## src/rtl/core/lct_pkg.sv

```systemverilog
// Shared types and constants for the LFU cache table.
// No dependencies; imported by every module of the block.
package lct_pkg;

  localparam int unsigned ENTRIES  = 16;
  localparam int unsigned IDX_W    = 4;
  localparam int unsigned CAP_W    = 5;
  localparam int unsigned KEY_W    = 32;
  localparam int unsigned VAL_W    = 32;
  localparam int unsigned CNT_W    = 32;
  localparam int unsigned RANK_W   = 4;
  localparam logic [CAP_W-1:0] CAP_RESET = 5'd16;
  localparam logic [CNT_W-1:0] CNT_MAX   = '1;

  localparam logic CMD_GET = 1'b0;
  localparam logic CMD_PUT = 1'b1;

  typedef struct packed {
    logic             command;
    logic [KEY_W-1:0] lookup_key;
    logic [VAL_W-1:0] write_value;
  } in_item_t;

  typedef struct packed {
    logic             hit;
    logic [VAL_W-1:0] read_value;
  } out_item_t;

  typedef struct packed {
    logic capture;
    logic eval;
    logic commit;
  } dp_cmd_t;

endpackage

```

## src/rtl/core/lct_ctrl.sv

```systemverilog
// Controller for the LFU cache table: capture, evaluate, write-back.
// Depends on lct_pkg; drives the datapath command struct.
module lct_ctrl
  import lct_pkg::*;
(
  input  logic    clk,
  input  logic    rst_n,
  input  logic    in_valid,
  output logic    in_ready,
  output logic    out_valid,
  input  logic    out_ready,
  output dp_cmd_t cmd
);

  typedef enum logic [1:0] {
    ST_IDLE,
    ST_EVAL,
    ST_WRITE
  } state_t;

  state_t state_r, state_nxt;
  logic   out_valid_r, out_valid_nxt;

  assign in_ready  = (state_r == ST_IDLE);
  assign out_valid = out_valid_r;

  always_comb begin
    state_nxt     = state_r;
    out_valid_nxt = out_valid_r;
    cmd           = '0;
    if (out_valid_r && out_ready) begin
      out_valid_nxt = 1'b0;
    end
    case (state_r)
      ST_IDLE: begin
        if (in_valid) begin
          cmd.capture = 1'b1;
          state_nxt   = ST_EVAL;
        end
      end
      ST_EVAL: begin
        cmd.eval  = 1'b1;
        state_nxt = ST_WRITE;
      end
      ST_WRITE: begin
        // hold until the result register is free
        if (!out_valid_r || out_ready) begin
          cmd.commit    = 1'b1;
          out_valid_nxt = 1'b1;
          state_nxt     = ST_IDLE;
        end
      end
      default: begin
        state_nxt = ST_IDLE;
      end
    endcase
  end

  always_ff @(posedge clk) begin
    if (!rst_n) begin
      state_r     <= ST_IDLE;
      out_valid_r <= 1'b0;
    end else begin
      state_r     <= state_nxt;
      out_valid_r <= out_valid_nxt;
    end
  end

endmodule

```

## src/rtl/core/lct_datapath.sv

```systemverilog
// Datapath for the LFU cache table: entry table, key match, victim search,
// write-back and result register. Depends on lct_pkg.
module lct_datapath
  import lct_pkg::*;
(
  input  logic             clk,
  input  logic             rst_n,
  input  dp_cmd_t          cmd,
  input  in_item_t         in_data,
  input  logic             cfg_wr_en,
  input  logic [CAP_W-1:0] cfg_wr_data,
  output out_item_t        out_data
);

  logic [ENTRIES-1:0] valid_r;
  logic [KEY_W-1:0]   key_r   [ENTRIES];
  logic [VAL_W-1:0]   value_r [ENTRIES];
  logic [CNT_W-1:0]   count_r [ENTRIES];
  logic [RANK_W-1:0]  rank_r  [ENTRIES];

  logic [CAP_W-1:0]   cap_r;
  in_item_t           item_r;
  out_item_t          out_r;

  // evaluation results
  logic               hit_r;
  logic [IDX_W-1:0]   match_r, victim_r, free_r;
  logic               full_r, cap_zero_r;

  logic               hit_c;
  logic [IDX_W-1:0]   match_c, free_c;
  logic [CAP_W-1:0]   vcount_c, cap_c;

  localparam int unsigned SK_W = 1 + CNT_W + RANK_W;
  logic [SK_W-1:0]    l0_k [16];
  logic [IDX_W-1:0]   l0_i [16];
  logic [SK_W-1:0]    l1_k [8];
  logic [IDX_W-1:0]   l1_i [8];
  logic [SK_W-1:0]    l2_k [4];
  logic [IDX_W-1:0]   l2_i [4];
  logic [SK_W-1:0]    l3_k [2];
  logic [IDX_W-1:0]   l3_i [2];
  logic [IDX_W-1:0]   victim_c;

  assign out_data = out_r;

  always_comb begin
    hit_c   = 1'b0;
    match_c = '0;
    free_c  = '0;
    for (int i = ENTRIES - 1; i >= 0; i--) begin
      if (valid_r[i] && key_r[i] == item_r.lookup_key) begin
        hit_c   = 1'b1;
        match_c = IDX_W'(i);
      end
      if (!valid_r[i]) begin
        free_c = IDX_W'(i);
      end
    end
    vcount_c = CAP_W'($countones(valid_r));
    cap_c    = (cap_r > CAP_W'(ENTRIES)) ? CAP_W'(ENTRIES) : cap_r;
  end

  // Victim: smallest count, then largest rank; invalid entries sort last.
  always_comb begin
    for (int i = 0; i < 16; i++) begin
      l0_k[i] = {~valid_r[i], count_r[i], ~rank_r[i]};
      l0_i[i] = IDX_W'(i);
    end
    for (int i = 0; i < 8; i++) begin
      if (l0_k[2*i+1] < l0_k[2*i]) begin
        l1_k[i] = l0_k[2*i+1]; l1_i[i] = l0_i[2*i+1];
      end else begin
        l1_k[i] = l0_k[2*i];   l1_i[i] = l0_i[2*i];
      end
    end
    for (int i = 0; i < 4; i++) begin
      if (l1_k[2*i+1] < l1_k[2*i]) begin
        l2_k[i] = l1_k[2*i+1]; l2_i[i] = l1_i[2*i+1];
      end else begin
        l2_k[i] = l1_k[2*i];   l2_i[i] = l1_i[2*i];
      end
    end
    for (int i = 0; i < 2; i++) begin
      if (l2_k[2*i+1] < l2_k[2*i]) begin
        l3_k[i] = l2_k[2*i+1]; l3_i[i] = l2_i[2*i+1];
      end else begin
        l3_k[i] = l2_k[2*i];   l3_i[i] = l2_i[2*i];
      end
    end
    victim_c = (l3_k[1] < l3_k[0]) ? l3_i[1] : l3_i[0];
  end

  always_ff @(posedge clk) begin
    if (!rst_n) begin
      cap_r <= CAP_RESET;
    end else if (cfg_wr_en) begin
      cap_r <= cfg_wr_data;
    end
  end

  always_ff @(posedge clk) begin
    if (cmd.capture) begin
      item_r <= in_data;
    end
    if (cmd.eval) begin
      hit_r      <= hit_c;
      match_r    <= match_c;
      free_r     <= free_c;
      victim_r   <= victim_c;
      full_r     <= (vcount_c >= cap_c);
      cap_zero_r <= (cap_c == '0);
    end
  end

  logic             is_put;
  logic [IDX_W-1:0] slot;
  assign is_put = (item_r.command == CMD_PUT);
  assign slot   = full_r ? victim_r : free_r;

  always_ff @(posedge clk) begin
    if (!rst_n) begin
      valid_r <= '0;
    end else if (cmd.commit) begin
      if (hit_r && (!is_put || !cap_zero_r)) begin
        // touch: younger entries age by one, hit becomes most recent
        for (int i = 0; i < ENTRIES; i++) begin
          if (valid_r[i] && IDX_W'(i) != match_r && rank_r[i] < rank_r[match_r]) begin
            rank_r[i] <= rank_r[i] + RANK_W'(1);
          end
        end
        rank_r[match_r] <= '0;
        if (count_r[match_r] != CNT_MAX) begin
          count_r[match_r] <= count_r[match_r] + CNT_W'(1);
        end
        if (is_put) begin
          value_r[match_r] <= item_r.write_value;
        end
      end else if (!hit_r && is_put && !cap_zero_r) begin
        for (int i = 0; i < ENTRIES; i++) begin
          if (valid_r[i] && IDX_W'(i) != slot) begin
            if (full_r && rank_r[i] > rank_r[victim_r]) begin
              rank_r[i] <= rank_r[i];
            end else begin
              rank_r[i] <= rank_r[i] + RANK_W'(1);
            end
          end
        end
        valid_r[slot] <= 1'b1;
        key_r[slot]   <= item_r.lookup_key;
        value_r[slot] <= item_r.write_value;
        count_r[slot] <= CNT_W'(1);
        rank_r[slot]  <= '0;
      end
    end
  end

  always_ff @(posedge clk) begin
    if (cmd.commit) begin
      out_r.hit        <= hit_r;
      out_r.read_value <= (hit_r && !is_put) ? value_r[match_r] : '0;
    end
  end

endmodule

```

## src/rtl/core/lfu_cache_table.sv

```systemverilog
// LFU cache table: 16-entry key-value store with least-frequently-used
// replacement and least-recently-used tie break. One access is in flight at a
// time. The input transfer captures the item, the evaluate state registers the
// parallel key match and min-count victim search over the register table, and
// the write state writes back the entry table and the result register once
// the result register is free. A new item is taken in the cycle after
// write-back; a stalled result holds write-back of the next.
// Depends on lct_pkg, lct_ctrl and lct_datapath.
module lfu_cache_table
  import lct_pkg::*;
(
  input  logic             clk,
  input  logic             rst_n,
  input  logic             in_valid,
  output logic             in_ready,
  input  in_item_t         in_data,
  output logic             out_valid,
  input  logic             out_ready,
  output out_item_t        out_data,
  input  logic             cfg_wr_en,
  input  logic [CAP_W-1:0] cfg_wr_data
);

  dp_cmd_t cmd;

  lct_ctrl u_ctrl (
    .clk       (clk),
    .rst_n     (rst_n),
    .in_valid  (in_valid),
    .in_ready  (in_ready),
    .out_valid (out_valid),
    .out_ready (out_ready),
    .cmd       (cmd)
  );

  lct_datapath u_dp (
    .clk         (clk),
    .rst_n       (rst_n),
    .cmd         (cmd),
    .in_data     (in_data),
    .cfg_wr_en   (cfg_wr_en),
    .cfg_wr_data (cfg_wr_data),
    .out_data    (out_data)
  );

endmodule

```

## config.mk

```make
export PLATFORM = sky130hd
export DESIGN_NAME = lfu_cache_table
export DESIGN_NICKNAME = d
export VERILOG_FILES = /design/src/rtl/core/lct_pkg.sv /design/src/rtl/core/lct_ctrl.sv /design/src/rtl/core/lct_datapath.sv /design/src/rtl/core/lfu_cache_table.sv
export SDC_FILE = /design/constraint.sdc
export NUM_CORES = 2
export LEC_CHECK = 0
export BUFFER_PORTS_ARGS = -buffer_cell sky130_fd_sc_hd__buf_2
export CAP_MARGIN = 20
export CORE_MARGIN = 5
export CORE_UTILIZATION = 35
export DETAILED_ROUTE_END_ITERATION = 12
export PLACE_DENSITY = 0.5
export SLEW_MARGIN = 25
export SYNTH_ARGS = -nofsm -noshare
export SYNTH_HDL_FRONTEND = slang
export SYNTH_SLANG_ARGS = --single-unit
```

## constraint.sdc

```tcl
create_clock -name clk -period 11.5 [get_ports clk]
set_input_delay 2.3 -clock clk [delete_from_list [all_inputs] [get_ports clk]]
set_output_delay 2.3 -clock clk [all_outputs]
set_load 0.02 [all_outputs]
```

# Word-level counts from Yosys, hierarchy flattened
# Memories as Yosys holds them, arrays and structs flattened. A register that Yosys moved wholly into a read port is not among the register bits.
# Cells that the tools add are included.
dict set report word_totals {
  output_inout_bits 35
  ramBits 1600
  word_cells 773
  mem_count 4
  ff_bits 105
}
# memory depth width rd rd_clocked_by_memory_dff wr line_no
set memory_table {}
lappend memory_table {u_dp.count_r 16 32 17 0 1 lct_datapath.sv:18} ;# logic [CNT_W-1:0] count_r [ENTRIES];
lappend memory_table {u_dp.key_r 16 32 16 0 1 lct_datapath.sv:16} ;# logic [KEY_W-1:0] key_r [ENTRIES];
lappend memory_table {u_dp.value_r 16 32 1 1 1 lct_datapath.sv:17} ;# logic [VAL_W-1:0] value_r [ENTRIES];
lappend memory_table {u_dp.rank_r 16 4 18 1 17 lct_datapath.sv:19} ;# logic [RANK_W-1:0] rank_r [ENTRIES];
dict set report op_classes {
  muxes 440
  n_addsub 32
  magnitude_cmp 51
  n_reduce_logical 109
  eq_ne 51
  bitwise 66
}
# op count
set ops {}
lappend ops {{$lt A37 B37 Y1} 15}
lappend ops {{$mux W37} 14}
lappend ops {{$eq A32 B32 Y1} 16}
lappend ops {{$mux W1} 346}
lappend ops {{$mux W4} 55}
lappend ops {{$logic_and A1 B1 Y1} 86}
lappend ops {{$add A4 B1 Y4 const B} 16}
lappend ops {{$gt A4 B4 Y1} 16}
lappend ops {{$lt A4 B4 Y1} 16}
lappend ops {{$mux W32} 2}
lappend ops {{$ne A4 B4 Y1 const A} 16}
lappend ops {{$not A4 Y4} 16}
lappend ops {{$reduce_or A32 Y1} 2}
lappend ops {{$add A5 B5 Y5} 7}
lappend ops {{$add A32 B1 Y32 const B} 1}
lappend ops {{$ne A3 B4 Y1 const A} 8}
lappend ops {{$ne A32 B32 Y1 const B} 1}
lappend ops {{$or A1 B1 Y1} 32}
lappend ops {{$mux W3} 10}
lappend ops {{$mux W2} 10}
lappend ops {{$not A1 Y1} 17}
lappend ops {{$add A1 B1 Y2} 8}
lappend ops {{$ne A2 B4 Y1 const A} 4}
lappend ops {{$or A16 B16 Y16} 1}
lappend ops {{25 further kinds} 34}

# Longest topological paths before layout
# An unclocked memory read counts as a cell.
dict set report logic_depth {
  ltp_word 18
  ltp_mapped 52
}

# Hierarchy
# Synthesis repeated with hierarchy kept, for this count alone.
dict set report hier_totals {
  cells_unflattened 6621
  area_unflattened_um2 92113.3
}
# mod n_inst cells_each area_each_um2
set by_module_without_submodules {}
lappend by_module_without_submodules {lct_datapath 1 6608 91974.5}
lappend by_module_without_submodules {lct_ctrl 1 13 138.9}

# Worst setup path after synthesis
# Ideal clock, no wire load.
dict set report synth_timing {
  path_kind {reg2reg}
  from {memory u_dp.rank_r[5][2]}
  to {register with a tool-made name}
  required_time_ps 11379
  arrival_ps 9904
  setup_time_ps 121
  setup_slack_ps 1476
  path_buffers 5
  path_stages_with_launch 49
  cell_sequence {dfxtp_1 > inv_1 > ha_1 > or4_1 > a31oi_1 > a21oi_1 > a2111oi_0 > o41ai_2 > clkbuf_1 > mux2i_1 > ha_1 > a211oi_1 > o21bai_1 > a21o_1 > a211oi_1 > o32ai_1 > a211oi_1 > o21ai_0 > [13 not listed] > nand2_1 > o31a_1 > clkbuf_1 > buf_2 > mux2i_1 > ha_1 > a21o_1 > a21o_1 > a21o_1 > a21o_1 > a21oi_1 > o21ai_0 > a21oi_1 > o2111ai_1 > a21oi_1 > o311ai_4 > mux2i_1 > mux2_2}
}
# item line_no
set synth_lines {}
lappend synth_lines {{from (decl)} lct_datapath.sv:19}

==> flow_summary_export.csv <==
group,metric,value,unit
synthesis,syn_area,91280,um^2
timing,holdWs,541.9,ps
floorplanning,dieWidth,520.7,um
global_routing,met2_usage,0.3523,
power,p_clk_frac,0.440,
synthesis,synth_nets,7454,
clocking,cts_buffers,192,
worst_setup_path,crit_arrival,11910,ps
worst_setup_path,cp-start-kind,"flop",
worst_setup_path,crit_path_start,"u_dp.count_r[5][20]$_DFFE_PP_",
worst_setup_path,r2r-start,"u_dp.count_r[5][20]$_DFFE_PP_",
placement,dpl.cell_count,10520,
clocking,cts.clk_slew.worst_paths,60,ps
floorplanning,die_y,520.7,um
power,p_switching,3.221,mW
power,powerDensity,131.2,nW/um^2
synthesis,ys.flop_type,"edfxtp_1",
worst_setup_path,slowest_delay,450,ps
clocking,cts_tree,"yes",
power,p_int,10.80,mW
min_path,hold_depth,2,
global_routing,grt_antenna_before_repair,6,
synthesis,synth_cell_types,88,
timing,tightest_slew,1132,ps
power,total_power,14.02,mW
synthesis,yosysSeqAreaShare,0.5627,
outcome,outcome,"finished, final reports clean",
power,swShare,0.2297,
worst_setup_path,critical_path.most_common_cell,"buf_4",
drt,drc,0,
global_routing,grt_max_degree,103,
worst_setup_path,path_class,"reg -> reg",
global_routing,use_met3,0.02789,
worst_setup_path,required,12280,ps
layout,multi_input_area,37610,um^2
clocking,cts_buffer_depth,3,
global_routing,grt_pass1_vias,59260,
layout,final_area,106900,um^2
placement,dp_slack,-613.0,ps
global_routing,grt-ovfl-total,0,
global_routing,busiest_layer,"met2",
clocking,cts_max_level,4,
drt,drt_wl_total,294900,um
layout,fillCellCount,23980,
global_routing,grtUsageMet1,0.2915,
clocking,clock_latency,870,ps
layout,regArea,51360,um^2
layout,layout_commonest_cell,"edfxtp_1",
timing,fmax,89.87,MHz
floorplanning,boundaryPins,110,
drt,ant_nets,0,
drt,vias,58830,
clocking,ctsHoldBuffers,0,
timing,maxSlewHeadroom,0.2454,
synthesis,synthArstFlopShare,0,
drt,wl_per_cell,27.04,um
layout,fin_cells,10910,
layout,drive_gt1_frac,0.1988,
drt,via_per_inst,5.394,
drt,first_pass_iters,8,
synthesis,synth-seq-cells,1741,
timing,slew_violations,0,
global_routing,grt_pass1_wl,423700,um
worst_setup_path,ff2ff_path_depth,52,
power,p_comb_frac,0.058,
timing,setup_viol,0,
timing,finalCriticalPeriod,11130,ps
floorplanning,coreArea,259700,um^2
power,power.leakage,39.72,nW
layout,finish.utilization,0.4116,
timing,finalHoldViolations,0,
run,drv_cap,0,
placement,placedInstanceArea,99950,um^2
global_routing,grt_usage,0.2129,
timing,finalSetupTns,0,ps
power,power_frac_seq,0.502,
worst_setup_path,end_kind,"flop",
timing,layout_setup_ws,373.1,ps
power,peakVddDrop,0.1427,mV
layout,layout_common_cells,"1649 x edfxtp_1, 685 x ha_1, 574 x buf_4",
synthesis,syn_inst,6681,
layout,area_growth,17.13,%
min_path,hold_path.class,"reg -> reg",
clocking,root_buffer,"clkbuf_16",
timing,skew,83.03,ps
worst_setup_path,cp_max_fo,16,
synthesis,synth_area_per_cell,13.66,um^2
placement,place_congestion,0.9043,
layout,finalNetCount,8109,
drt,drt_iter0_drc,4977,
floorplanning,initial_utilization,0.3515,
floorplanning,dieArea,271100,um^2
placement,io_buffers,109,
placement,dp_hpwl,202800,um
min_path,hp-start,"u_dp.cap_r[0]$_SDFFE_PN0P_",
clocking,cts_sinks,1741,
synthesis,synth_edf_count,1649,
synthesis,yosys_warnings,0,
floorplanning,rows,187,
worst_setup_path,cpMaxStageDelayCell,"edfxtp_1",
timing,post-route-period-util,0.9676,
## path summary, 6_finish.rpt
kind | end | slack, ps
worst max register to register | flop | 370
worst min register to register | u_dp.cap_r[0]$_SDFFE_PN0P_ | 540
worst max-delay path | flop | 370
worst min-delay path | u_dp.cap_r[0]$_SDFFE_PN0P_ | 540
## cell type report
type / count / area share
sequential: 1741 / 0.4804
inverter: 456 / 0.01601
antenna: 3 / 0.00007022
clock buffer: 229 / 0.04624
clock inverter: 130 / 0.01282
tap: 3402 / 0.03981
multi-input combinational: 4223 / 0.3518
timing repair buffer: 722 / 0.05288
## sequential cells by signal, summed over array words and instances (netlist names), named ones only
signal            count
u_dp.victim_r         4
u_dp.hit_r            1
u_dp.free_r           4
u_ctrl.out_valid      1
u_dp.item_r          64
u_dp.out_data        33
u_ctrl.state_r        2
u_dp.match_r          4
u_dp.cap_r            5
u_dp.value_r        512
u_dp.count_r        512
u_dp.valid_r         16
u_dp.is_put           1
u_dp.rank_r          64
u_dp.full_r           1
u_dp.key_r          512
u_dp.cap_zero_r       1
## kinds of logic (layout without fill, tap and decap cells)
group | Yosys count | in the layout | synth area share
other | 0 | 3 | 0
buffers and inverters | 717 | 1537 | 0.03230
xor gates and xnor gates | 585 | 585 | 0.05613
and+or+nand+nor | 1341 | 1341 | 0.07110
muxes | 576 | 576 | 0.1126
DFF | 1741 | 1741 | 0.5627
adders and majority gates | 698 | 698 | 0.09658
AOI/OAI and AO/OA | 1023 | 1023 | 0.06865
## layer usage
metal,part of all wire,vias up
met2,0.47,1603
met1,0.44,30100
li1,-,26710
met4,0.035,2
met5,0.000044,-
met3,0.048,409
## synth_stat cells, types with 141 or more instances
| cell type | number | share of area |
|---|---|---|
| nor2_1 | 325 | 0.013 |
| nand2_1 | 412 | 0.017 |
| xnor2_1 | 441 | 0.042 |
| xor2_1 | 144 | 0.014 |
| clkbuf_1 | 141 | 0.0058 |
| a21oi_1 | 328 | 0.018 |
| o21ai_0 | 304 | 0.017 |
| inv_1 | 454 | 0.019 |
| mux2i_1 | 212 | 0.023 |
| ha_1 | 687 | 0.094 |
| nand4_1 | 211 | 0.014 |
| edfxtp_1 | 1649 | 0.54 |
| mux4_2 | 358 | 0.088 |
## power by group through the flow
stage | logic (mW) | clock network (mW) | registers, mW
2_1_floorplan | 0.487 | 0 | 7.18
3_3_place_gp | 0.801 | 0 | 7.17
3_5_place_dp | 0.818 | 0 | 7.18
4_1_cts | 0.821 | 6.31 | 7.04
5_1_grt | 0.881 | 6.58 | 7.05
6_report | 0.816 | 6.16 | 7.04
## worst max-delay path: cells and delay by family, from the launching register on
family / cells / cell delay [ps]
AOI/OAI and AO/OA: 29 / 6170
adders and majority gates: 4 / 1190
buffers and inverters: 10 / 1720
DFF: 1 / 450
muxes: 2 / 490
and+or+nand+nor: 7 / 990
## what timing repair did
action | CTS | global route
buffers inserted | 4 | 14
pin swaps | 2 | 16
gates cloned | 1 | 0
gates resized for setup | 10 | 66
setup endpoints to repair | 8 | 8
No activity file was read; power rests on OpenSTA's default activity.
